## config.mk

```make
export PLATFORM = sky130hd
export DESIGN_NAME = grid_first_fit_rect_allocator
export DESIGN_NICKNAME = d
export VERILOG_FILES = /design/src/hdl/gffra_pkg.sv /design/src/hdl/gffra_dp.sv /design/src/hdl/gffra_ctrl.sv /design/src/hdl/grid_first_fit_rect_allocator.sv
export SDC_FILE = /design/constraint.sdc
export NUM_CORES = 2
export LEC_CHECK = 0
export BUFFER_PORTS_ARGS = -buffer_cell sky130_fd_sc_hd__clkbuf_2
export CAP_MARGIN = 20
export CORE_MARGIN = 2
export CORE_UTILIZATION = 40
export DETAILED_ROUTE_END_ITERATION = 10
export GPL_TIMING_DRIVEN = 0
export SLEW_MARGIN = 20
export SYNTH_ARGS = -nofsm -noshare
export SYNTH_HDL_FRONTEND = slang
export SYNTH_HIERARCHICAL = 1
export SYNTH_SLANG_ARGS = --single-unit
```

## constraint.sdc

```tcl
create_clock -name clk -period 8.3 [get_ports clk]
set_clock_uncertainty 0.05 [all_clocks]
set_input_delay 1.66 -clock clk [delete_from_list [all_inputs] [get_ports clk]]
set_output_delay 1.66 -clock clk [all_outputs]
set_load 0.02 [all_outputs]
```

## src/hdl/gffra_pkg.sv

```systemverilog
// ----------------------------------------------------------------------------
// gffra_pkg
// Shared constants, result codes and the command and status bundles that
// pass between the allocator controller and its datapath.
// ----------------------------------------------------------------------------
package gffra_pkg;

  // Grid geometry and field widths.
  localparam int GRID_SIDE   = 8;
  localparam int COORD_BITS  = 3;
  localparam int CELLS       = GRID_SIDE * GRID_SIDE;
  localparam int CELL_BITS   = 2 * COORD_BITS;
  localparam int HANDLE_BITS = 16;
  localparam int SIZE_BITS   = 4;

  // Result status codes.
  typedef enum logic [1:0] {
    ST_DONE    = 2'd0,
    ST_NO_ROOM = 2'd1,
    ST_NULL    = 2'd2
  } status_t;

  // Operation codes carried with each input item.
  typedef enum logic {
    OP_INSERT = 1'b0,
    OP_REMOVE = 1'b1
  } op_t;

  // Commands from the controller to the datapath.
  typedef struct packed {
    logic    load;         // capture the accepted item
    logic    scan_step;    // move to the next anchor position
    logic    place;        // claim the rectangle at the current position
    logic    fill_step;    // write one owner entry of the placed rectangle
    logic    take_anchor;  // latch the looked-up anchor and its handle
    logic    sweep;        // read the next owner entry during removal
    logic    set_res;      // latch the result status
    status_t res_status;
    logic    out_load;     // move the result into the output register
  } dp_cmd_t;

  // Status from the datapath to the controller.
  typedef struct packed {
    logic is_remove;
    logic item_null;
    logic bad_size;
    logic idx_busy;
    logic fits;
    logic pos_last;
    logic fill_last;
    logic sweep_last;
    logic out_free;
  } dp_sts_t;

endpackage

```

## src/hdl/gffra_dp.sv

```systemverilog
// ----------------------------------------------------------------------------
// gffra_dp
// Allocator datapath: item registers, occupancy map, owner and handle
// memories, scan and sweep counters, and the result output register.
// ----------------------------------------------------------------------------
module gffra_dp
  import gffra_pkg::*;
(
  input  logic                   clk,
  input  logic                   rst,
  input  logic                   in_cmd,
  input  logic [HANDLE_BITS-1:0] in_handle,
  input  logic [SIZE_BITS-1:0]   in_width,
  input  logic [SIZE_BITS-1:0]   in_height,
  input  logic [CELL_BITS-1:0]   in_cell,
  input  dp_cmd_t                cmd,
  output dp_sts_t                sts,
  input  logic                   out_ready,
  output logic                   out_valid,
  output logic [1:0]             out_status,
  output logic [COORD_BITS-1:0]  out_row,
  output logic [COORD_BITS-1:0]  out_col,
  output logic [HANDLE_BITS-1:0] out_handle
);

  // Item registers.
  op_t                  op_r;
  logic [HANDLE_BITS-1:0] handle_r;
  logic [SIZE_BITS-1:0] w_r;
  logic [SIZE_BITS-1:0] h_r;
  logic [CELL_BITS-1:0] idx_r;

  // Working registers.
  logic [CELL_BITS-1:0]   pos;
  logic [COORD_BITS-1:0]  dy;
  logic [COORD_BITS-1:0]  dx;
  logic [CELL_BITS-1:0]   anc_r;
  logic [CELL_BITS-1:0]   swp;
  logic [CELL_BITS-1:0]   swp_d;
  logic                   cmp_vld;
  logic [CELL_BITS-1:0]   anchor_rd;
  logic [HANDLE_BITS-1:0] handle_rd;
  status_t                res_status;
  logic [CELLS-1:0]       occ;

  // Owner anchor per cell and handle per anchor.
  logic [CELL_BITS-1:0]   anchor_mem [CELLS];
  logic [HANDLE_BITS-1:0] handle_mem [CELLS];

  logic [COORD_BITS-1:0] row;
  logic [COORD_BITS-1:0] col;
  logic [COORD_BITS+1:0] row_end;
  logic [COORD_BITS+1:0] col_end;
  logic                  in_bounds;
  logic [GRID_SIDE:0]    pat_wide;
  logic [GRID_SIDE-1:0]  row_bits;
  logic [CELLS-1:0]      mask;
  logic [CELL_BITS-1:0]  fill_addr;
  logic [CELL_BITS-1:0]  rd_addr;

  // Rectangle mask at the current anchor position.
  assign row      = pos[CELL_BITS-1:COORD_BITS];
  assign col      = pos[COORD_BITS-1:0];
  assign row_end  = (COORD_BITS+2)'(row) + (COORD_BITS+2)'(h_r);
  assign col_end  = (COORD_BITS+2)'(col) + (COORD_BITS+2)'(w_r);
  assign in_bounds = (row_end <= (COORD_BITS+2)'(GRID_SIDE)) &&
                     (col_end <= (COORD_BITS+2)'(GRID_SIDE));
  assign pat_wide = ((GRID_SIDE+1)'(1) << w_r) - (GRID_SIDE+1)'(1);
  assign row_bits = pat_wide[GRID_SIDE-1:0] << col;

  always_comb begin
    for (int r = 0; r < GRID_SIDE; r++) begin
      if (((COORD_BITS+2)'(r) >= (COORD_BITS+2)'(row)) &&
          ((COORD_BITS+2)'(r) < row_end)) begin
        mask[r*GRID_SIDE +: GRID_SIDE] = row_bits;
      end else begin
        mask[r*GRID_SIDE +: GRID_SIDE] = '0;
      end
    end
  end

  // Owner entry being written while the placed rectangle is filled.
  assign fill_addr = {anc_r[CELL_BITS-1:COORD_BITS] + dy, anc_r[COORD_BITS-1:0] + dx};
  assign rd_addr   = cmd.sweep ? swp : idx_r;

  // Status toward the controller.
  always_comb begin
    sts.is_remove  = (op_r == OP_REMOVE);
    sts.item_null  = (handle_r == '0);
    sts.bad_size   = (w_r == '0) || (h_r == '0) ||
                     (w_r > SIZE_BITS'(GRID_SIDE)) || (h_r > SIZE_BITS'(GRID_SIDE));
    sts.idx_busy   = occ[idx_r];
    sts.fits       = in_bounds && ((occ & mask) == '0);
    sts.pos_last   = (pos == CELL_BITS'(CELLS - 1));
    sts.fill_last  = ((SIZE_BITS'(dx) + SIZE_BITS'(1)) == w_r) &&
                     ((SIZE_BITS'(dy) + SIZE_BITS'(1)) == h_r);
    sts.sweep_last = (swp == CELL_BITS'(CELLS - 1));
    sts.out_free   = !out_valid || out_ready;
  end

  // Control state: occupancy, compare valid and output valid.
  always_ff @(posedge clk) begin
    if (rst) begin
      occ       <= '0;
      cmp_vld   <= 1'b0;
      out_valid <= 1'b0;
    end else begin
      cmp_vld <= cmd.sweep;
      if (cmd.place) begin
        occ <= occ | mask;
      end else if (cmp_vld && (anchor_rd == anc_r)) begin
        occ[swp_d] <= 1'b0;
      end
      if (cmd.out_load) begin
        out_valid <= 1'b1;
      end else if (out_ready) begin
        out_valid <= 1'b0;
      end
    end
  end

  // Item capture, counters and result payload.
  always_ff @(posedge clk) begin
    if (cmd.load) begin
      op_r     <= op_t'(in_cmd);
      handle_r <= in_handle;
      w_r      <= in_width;
      h_r      <= in_height;
      idx_r    <= in_cell;
      pos      <= '0;
    end
    if (cmd.scan_step) begin
      pos <= pos + CELL_BITS'(1);
    end
    if (cmd.place) begin
      anc_r <= pos;
      dy    <= '0;
      dx    <= '0;
    end
    if (cmd.fill_step) begin
      if ((SIZE_BITS'(dx) + SIZE_BITS'(1)) == w_r) begin
        dx <= '0;
        dy <= dy + COORD_BITS'(1);
      end else begin
        dx <= dx + COORD_BITS'(1);
      end
    end
    if (cmd.take_anchor) begin
      anc_r <= anchor_rd;
      swp   <= '0;
    end
    if (cmd.sweep) begin
      swp   <= swp + CELL_BITS'(1);
      swp_d <= swp;
    end
    if (cmd.set_res) begin
      res_status <= cmd.res_status;
    end
    if (cmd.out_load) begin
      out_status <= res_status;
      if (res_status == ST_DONE) begin
        out_row <= anc_r[CELL_BITS-1:COORD_BITS];
        out_col <= anc_r[COORD_BITS-1:0];
      end else begin
        out_row <= '0;
        out_col <= '0;
      end
      if ((res_status == ST_DONE) && (op_r == OP_REMOVE)) begin
        out_handle <= handle_rd;
      end else begin
        out_handle <= '0;
      end
    end
  end

  // Owner anchor memory: one write port, one registered read port.
  always_ff @(posedge clk) begin
    if (cmd.fill_step) begin
      anchor_mem[fill_addr] <= anc_r;
    end
    anchor_rd <= anchor_mem[rd_addr];
  end

  // Handle memory, indexed by anchor cell.
  always_ff @(posedge clk) begin
    if (cmd.place) begin
      handle_mem[pos] <= handle_r;
    end
    if (cmd.take_anchor) begin
      handle_rd <= handle_mem[anchor_rd];
    end
  end

endmodule

```

## src/hdl/gffra_ctrl.sv

```systemverilog
// ----------------------------------------------------------------------------
// gffra_ctrl
// Allocator controller: sequences the anchor scan and fill for inserts and
// the anchor lookup and owner sweep for removals.
// ----------------------------------------------------------------------------
module gffra_ctrl
  import gffra_pkg::*;
(
  input  logic    clk,
  input  logic    rst,
  input  logic    in_valid,
  output logic    in_ready,
  input  dp_sts_t sts,
  output dp_cmd_t cmd
);

  typedef enum logic [2:0] {
    S_IDLE,
    S_DECODE,
    S_SCAN,
    S_FILL,
    S_RM_ANCH,
    S_RM_SWEEP,
    S_RM_TAIL,
    S_FINISH
  } state_t;

  state_t state;
  state_t state_next;

  assign in_ready = (state == S_IDLE);

  // Next state and datapath commands.
  always_comb begin
    state_next     = state;
    cmd            = '0;
    cmd.res_status = ST_DONE;
    unique case (state)
      S_IDLE: begin
        if (in_valid) begin
          cmd.load   = 1'b1;
          state_next = S_DECODE;
        end
      end
      S_DECODE: begin
        if (sts.is_remove) begin
          if (sts.idx_busy) begin
            state_next = S_RM_ANCH;
          end else begin
            cmd.set_res    = 1'b1;
            cmd.res_status = ST_NO_ROOM;
            state_next     = S_FINISH;
          end
        end else if (sts.item_null) begin
          cmd.set_res    = 1'b1;
          cmd.res_status = ST_NULL;
          state_next     = S_FINISH;
        end else if (sts.bad_size) begin
          cmd.set_res    = 1'b1;
          cmd.res_status = ST_NO_ROOM;
          state_next     = S_FINISH;
        end else begin
          state_next = S_SCAN;
        end
      end
      S_SCAN: begin
        if (sts.fits) begin
          cmd.place  = 1'b1;
          state_next = S_FILL;
        end else if (sts.pos_last) begin
          cmd.set_res    = 1'b1;
          cmd.res_status = ST_NO_ROOM;
          state_next     = S_FINISH;
        end else begin
          cmd.scan_step = 1'b1;
        end
      end
      S_FILL: begin
        cmd.fill_step = 1'b1;
        if (sts.fill_last) begin
          cmd.set_res = 1'b1;
          state_next  = S_FINISH;
        end
      end
      S_RM_ANCH: begin
        cmd.take_anchor = 1'b1;
        state_next      = S_RM_SWEEP;
      end
      S_RM_SWEEP: begin
        cmd.sweep = 1'b1;
        if (sts.sweep_last) begin
          state_next = S_RM_TAIL;
        end
      end
      S_RM_TAIL: begin
        cmd.set_res = 1'b1;
        state_next  = S_FINISH;
      end
      S_FINISH: begin
        if (sts.out_free) begin
          cmd.out_load = 1'b1;
          state_next   = S_IDLE;
        end
      end
      default: begin
        state_next = S_IDLE;
      end
    endcase
  end

  // State register.
  always_ff @(posedge clk) begin
    if (rst) begin
      state <= S_IDLE;
    end else begin
      state <= state_next;
    end
  end

endmodule

```

## src/hdl/grid_first_fit_rect_allocator.sv

```systemverilog
// Insert: accept, decode, scan of up to 64 anchor positions (one per cycle against
// the occupancy flops), fill of width*height owner entries, result. Remove:
// accept, decode, anchor lookup, sweep of all 64 owner entries, result. One item
// is in work at a time; a finished result waits in the output register while the
// next item is accepted. Synchronous reset empties the grid.
// ----------------------------------------------------------------------------
// grid_first_fit_rect_allocator
// First-fit rectangle allocator on an 8x8 occupancy grid with handle lookup
// and whole-rectangle removal.
// ----------------------------------------------------------------------------
module grid_first_fit_rect_allocator
  import gffra_pkg::*;
(
  input  logic        clk,
  input  logic        rst,
  input  logic        s_axis_tvalid,
  output logic        s_axis_tready,
  // [15:0] item_handle, [19:16] item_width, [23:20] item_height,
  // [29:24] cell_index, [31:30] zero
  input  logic [31:0] s_axis_tdata,
  // [0] cmd
  input  logic        s_axis_tuser,
  output logic        m_axis_tvalid,
  input  logic        m_axis_tready,
  // [2:0] anchor_row, [5:3] anchor_col, [21:6] removed_handle, [23:22] zero
  output logic [23:0] m_axis_tdata,
  // [1:0] status
  output logic [1:0]  m_axis_tuser
);

  dp_cmd_t                cmd;
  dp_sts_t                sts;
  logic [COORD_BITS-1:0]  out_row;
  logic [COORD_BITS-1:0]  out_col;
  logic [HANDLE_BITS-1:0] out_handle;

  // Sequencer.
  gffra_ctrl u_ctrl (
    .clk      (clk),
    .rst      (rst),
    .in_valid (s_axis_tvalid),
    .in_ready (s_axis_tready),
    .sts      (sts),
    .cmd      (cmd)
  );

  // Grid state and result register.
  gffra_dp u_dp (
    .clk        (clk),
    .rst        (rst),
    .in_cmd     (s_axis_tuser),
    .in_handle  (s_axis_tdata[15:0]),
    .in_width   (s_axis_tdata[19:16]),
    .in_height  (s_axis_tdata[23:20]),
    .in_cell    (s_axis_tdata[29:24]),
    .cmd        (cmd),
    .sts        (sts),
    .out_ready  (m_axis_tready),
    .out_valid  (m_axis_tvalid),
    .out_status (m_axis_tuser),
    .out_row    (out_row),
    .out_col    (out_col),
    .out_handle (out_handle)
  );

  // Pack the result fields, lowest field first.
  assign m_axis_tdata = {2'b00, out_handle, out_col, out_row};

endmodule

```

==> impl_metrics.csv <==
group,metric,value,unit
status,status,"completed",
yosys,postSynthAreaPerCell,20.10,sq um
finish,synthToLayoutAreaGrowth,16.42,%
timing,maxSlewHeadroom,0.2135,
clock_network,cts_tree,"done",
critical_path,crit_path_max_fanout,10,
timing,finalCritPeriodShare,0.9899,
power,ir_worst_vdd,0.1951,mV
timing,fin_crit,8217,ps
clock_network,cts_max_level,4,
yosys,synthCells,3130,
critical_path,cp.arrival,8650,ps
clock_network,clock_latency,800,ps
yosys,synthTopCellsByArea,"edfxtp_1 (72%), mux4_2 (16%), dfxtp_1 (2.5%), nor2_1 (1.0%), nand2_1 (0.95%)",
clock_network,cts-root-buf,"clkbuf_16",
detailed_routing,drtAntennaViolNets,0,
die,pin_count,65,
place,dp_hpwl,111800,microns
finish,drive_gt1_frac,0.2819,
finish,fillers,12880,
die,fp.dieW,400.6,microns
power,pwr-share-comb,0.277,
clock_network,clk_pin_slew,60,ps
detailed_routing,routed_wl,159600,microns
critical_path,crit_required,8730,ps
yosys,synth_flop_cell,"edfxtp_1",
run,cap_violations,0,
finish,layout.nets,3546,
die,die_h,400.6,microns
yosys,synth_enable_flop_cells,1508,
yosys,netlist_area,62920,sq um
yosys,netlist.area_leader.share,0.7197,
power,power.switching,6989,uW
global_route,grtUsageTotal,0.1980,
clock_network,cts_buffers,162,
power,pwr-share-clk,0.311,
die,die-area,160500,sq um
timing,rsz0062_at_grt,"true",
die,start_util,0.4028,
timing,setup_tns,0,ps
power,p_int,16020,uW
detailed_routing,num_vias,32740,
detailed_routing,route.detailed.drc,0,
power,swShare,0.3038,
global_route,grt_max_degree,33,
detailed_routing,drt_iter0_markers,3860,
die,fp-row-count,145,
detailed_routing,via_per_inst,5.761,
finish,stdcell_count,5684,
power,p_leak,0.02279,uW
detailed_routing,post_drt_wl_per_cell,28.08,microns
timing,setup-violations-final,0,
critical_path,cp-start-kind,"flop",
yosys,yosysSeqAreaShare,0.7445,
timing,tightest_slew,1171,ps
detailed_routing,drt_first_pass_iters,6,
timing,slew_viol_final,0,
place,io_buffers,60,
place,gp_congestion,0.9001,
global_route,grt_pass1_vias,32490,
power,seq_power_share,0.412,
finish,antenna_cells,0,
min_path,hold_path.class,"reg -> reg",
die,coreArea,156200,sq um
clock_network,clock_sinks,1586,
timing,hold_viol,0,
place,dp_cells,5380,
yosys,yosys_warnings,6,
critical_path,criticalPathCategory,"reg -> reg",
clock_network,hold_buffers,0,
yosys,yosys.area.top_type,"edfxtp_1",
global_route,gr-total-overflow,0,
global_route,grt_first_pass_wirelength,230300,microns
yosys,async_flop_share,0,
yosys,ys_types,74,
clock_network,clk_path_buf_depth,3,
timing,fmax,0.1217,GHz
critical_path,end_kind,"flop",
power,power_density,314.1,nW/um^2
global_route,antenna_found_initial,7,
yosys,synth_seq_cells,1586,
kinds of logic (layout without fill, tap and decap cells):
family,count (synthesis),after routing,synth area share
AO/OA/AOI/OAI,317,317,0.03136
XOR/XNOR,31,31,0.004315
multiplexers,467,467,0.1646
other,1,2,0.00005960
AND/OR/NAND/NOR,510,510,0.03792
buffers and inverters,201,696,0.01340
adder cells (fa/ha/maj),17,17,0.003858
flip-flops,1586,1586,0.7445
power by group through the flow:
stage          clock network, uW  registers (uW)  logic, uW
2_1_floorplan                  0            9730       3730
3_3_place_gp                   0           10100       5730
3_5_place_dp                   0            9640       6400
4_1_cts                     7290            9470       6420
5_1_grt                     7600            9490       6690
6_report                    7150            9470       6380
cell usage in the layout (no fill, tap or decap), types with 7 or more instances in the layout:
| cell | instances |
|---|---|
| nor2b_1 | 16 |
| nand4_1 | 7 |
| o21ai_0 | 101 |
| buf_1 | 20 |
| xor2_1 | 15 |
| nor2_1 | 105 |
| nand2b_1 | 7 |
| and2_1 | 46 |
| buf_8 | 73 |
| clkbuf_16 | 165 |
| ha_1 | 13 |
| buf_6 | 45 |
| clkbuf_1 | 150 |
| edfxtp_1 | 1508 |
| a22o_1 | 9 |
| mux2i_1 | 7 |
| a21oi_1 | 93 |
| a311oi_1 | 12 |
| nand3b_1 | 10 |
| inv_1 | 19 |
| clkinv_2 | 24 |
| mux4_2 | 453 |
| a211oi_1 | 32 |
| nor3_1 | 11 |
| dfxtp_1 | 78 |
| buf_4 | 15 |
| nor2_4 | 10 |
| buf_16 | 12 |
| and3_1 | 20 |
| a22oi_1 | 11 |
| buf_2 | 41 |
| xnor2_1 | 16 |
| nor2_2 | 55 |
| nand2_1 | 159 |
| bufinv_16 | 13 |
| a31oi_1 | 13 |
| nor4_1 | 10 |
| clkbuf_2 | 65 |
| nand3_1 | 23 |
| clkinv_1 | 32 |
per-stage QoR:
step	total power (uW)	worst slack, ps	cell area [sq um]	util	hold slack, ps
2_1_floorplan	13470	2455	62920	-	377.2
3_3_place_gp	15780	-550.6	65800	0.4212	423.9
3_5_place_dp	16040	-50.85	67950	0.4350	432.5
4_1_cts	23180	233.6	73160	0.4683	440.3
5_1_grt	23780	-62.83	73250	0.4689	465.6
6_report	23010	83.47	73250	0.4689	443.4
repair_timing:
| item | CTS | global route |
|---|---|---|
| gates cloned | 0 | 0 |
| endpoints found under the setup margin | 37 | 122 |
| resized for setup | 1 | 6 |
| pin swaps | 0 | 2 |
| buffers inserted | 0 | 6 |
cells in the mapped netlist (12+ instances only):
| cell type | instances |
|---|---|
| a211oi_1 | 32 |
| a21oi_1 | 93 |
| a311oi_1 | 12 |
| a31oi_1 | 13 |
| and2_1 | 47 |
| and3_1 | 21 |
| buf_1 | 20 |
| buf_2 | 41 |
| clkbuf_1 | 108 |
| dfxtp_1 | 78 |
| edfxtp_1 | 1508 |
| ha_1 | 13 |
| inv_1 | 19 |
| mux4_2 | 453 |
| nand2_1 | 159 |
| nand3_1 | 24 |
| nor2_1 | 170 |
| nor2b_1 | 16 |
| o21ai_0 | 101 |
| xnor2_1 | 16 |
| xor2_1 | 15 |
state kept, by name, summed over array words and instances (netlist names), 3 cells and up:
| signal | cells |
|---|---|
| u_dp/out_col | 3 |
| u_dp/anchor_mem | 384 |
| u_dp/idx_r | 6 |
| u_dp/handle_mem | 1024 |
| u_dp/handle_rd | 16 |
| u_dp/pos | 6 |
| u_dp/w_r | 4 |
| u_ctrl/state | 3 |
| u_dp/swp | 6 |
| u_dp/anc_r | 6 |
| u_dp/swp_d | 6 |
| u_dp/out_handle | 16 |
| u_dp/out_row | 3 |
| u_dp/anchor_rd | 6 |
| u_dp/h_r | 4 |
| u_dp/occ | 64 |
| u_dp/handle_r | 16 |
| u_dp/dx | 3 |
| u_dp/dy | 3 |
layer usage:
layer	GRT usage	wire, microns	vias up
met5	0.002081	0	-
met2	0.3130	76230	1426
li1	-	-	13670
met3	0.03286	11450	242
met1	0.2814	67130	17410
met4	0.06459	4774	0
layout make-up:
type	count	area (sq um)	share of cell area
Buffer	179	767.0	0.01047
Clock buffer	212	4305	0.05877
Clock inverter	86	897.1	0.01225
Inverter	22	82.58	0.001127
Multi-Input combinational cell	1344	15470	0.2112
Sequential cell	1586	46840	0.6395
Tap cell	2058	2575	0.03515
Timing Repair Buffer	197	2311	0.03155
worst max-delay path, cell delays in order (launching register included):
cell and delay (ps):
edfxtp_1 390, clkbuf_1 340, clkbuf_1 500, or4b_2 230, ha_1 210, clkbuf_1 350, nand3b_1 110, a21boi_0 510
o21ai_0 250, clkbuf_1 390, a222oi_1 500, a21oi_1 190, nor4_2 700, nor3b_1 490, clkbuf_1 630, nand3_1 950
nor2_2 860, buf_8 230
path summary, 6_finish.rpt:
kind | from | endpoint | slack [ps] | depth (start not counted)
max | u_dp/w_r[3]$_DFFE_PP_ | u_dp/handle_mem[6][3]$_DFFE_PP_ | 80 | 17
min | u_dp/occ[4]$_SDFFE_PP0P_ | u_dp/occ[4]$_SDFFE_PP0P_ | 440 | 2
max reg2reg | u_dp/w_r[3]$_DFFE_PP_ | u_dp/handle_mem[6][3]$_DFFE_PP_ | 80 | 17
min reg2reg | u_dp/occ[4]$_SDFFE_PP0P_ | u_dp/occ[4]$_SDFFE_PP0P_ | 440 | 2
Power figures use the tool's default switching activity.
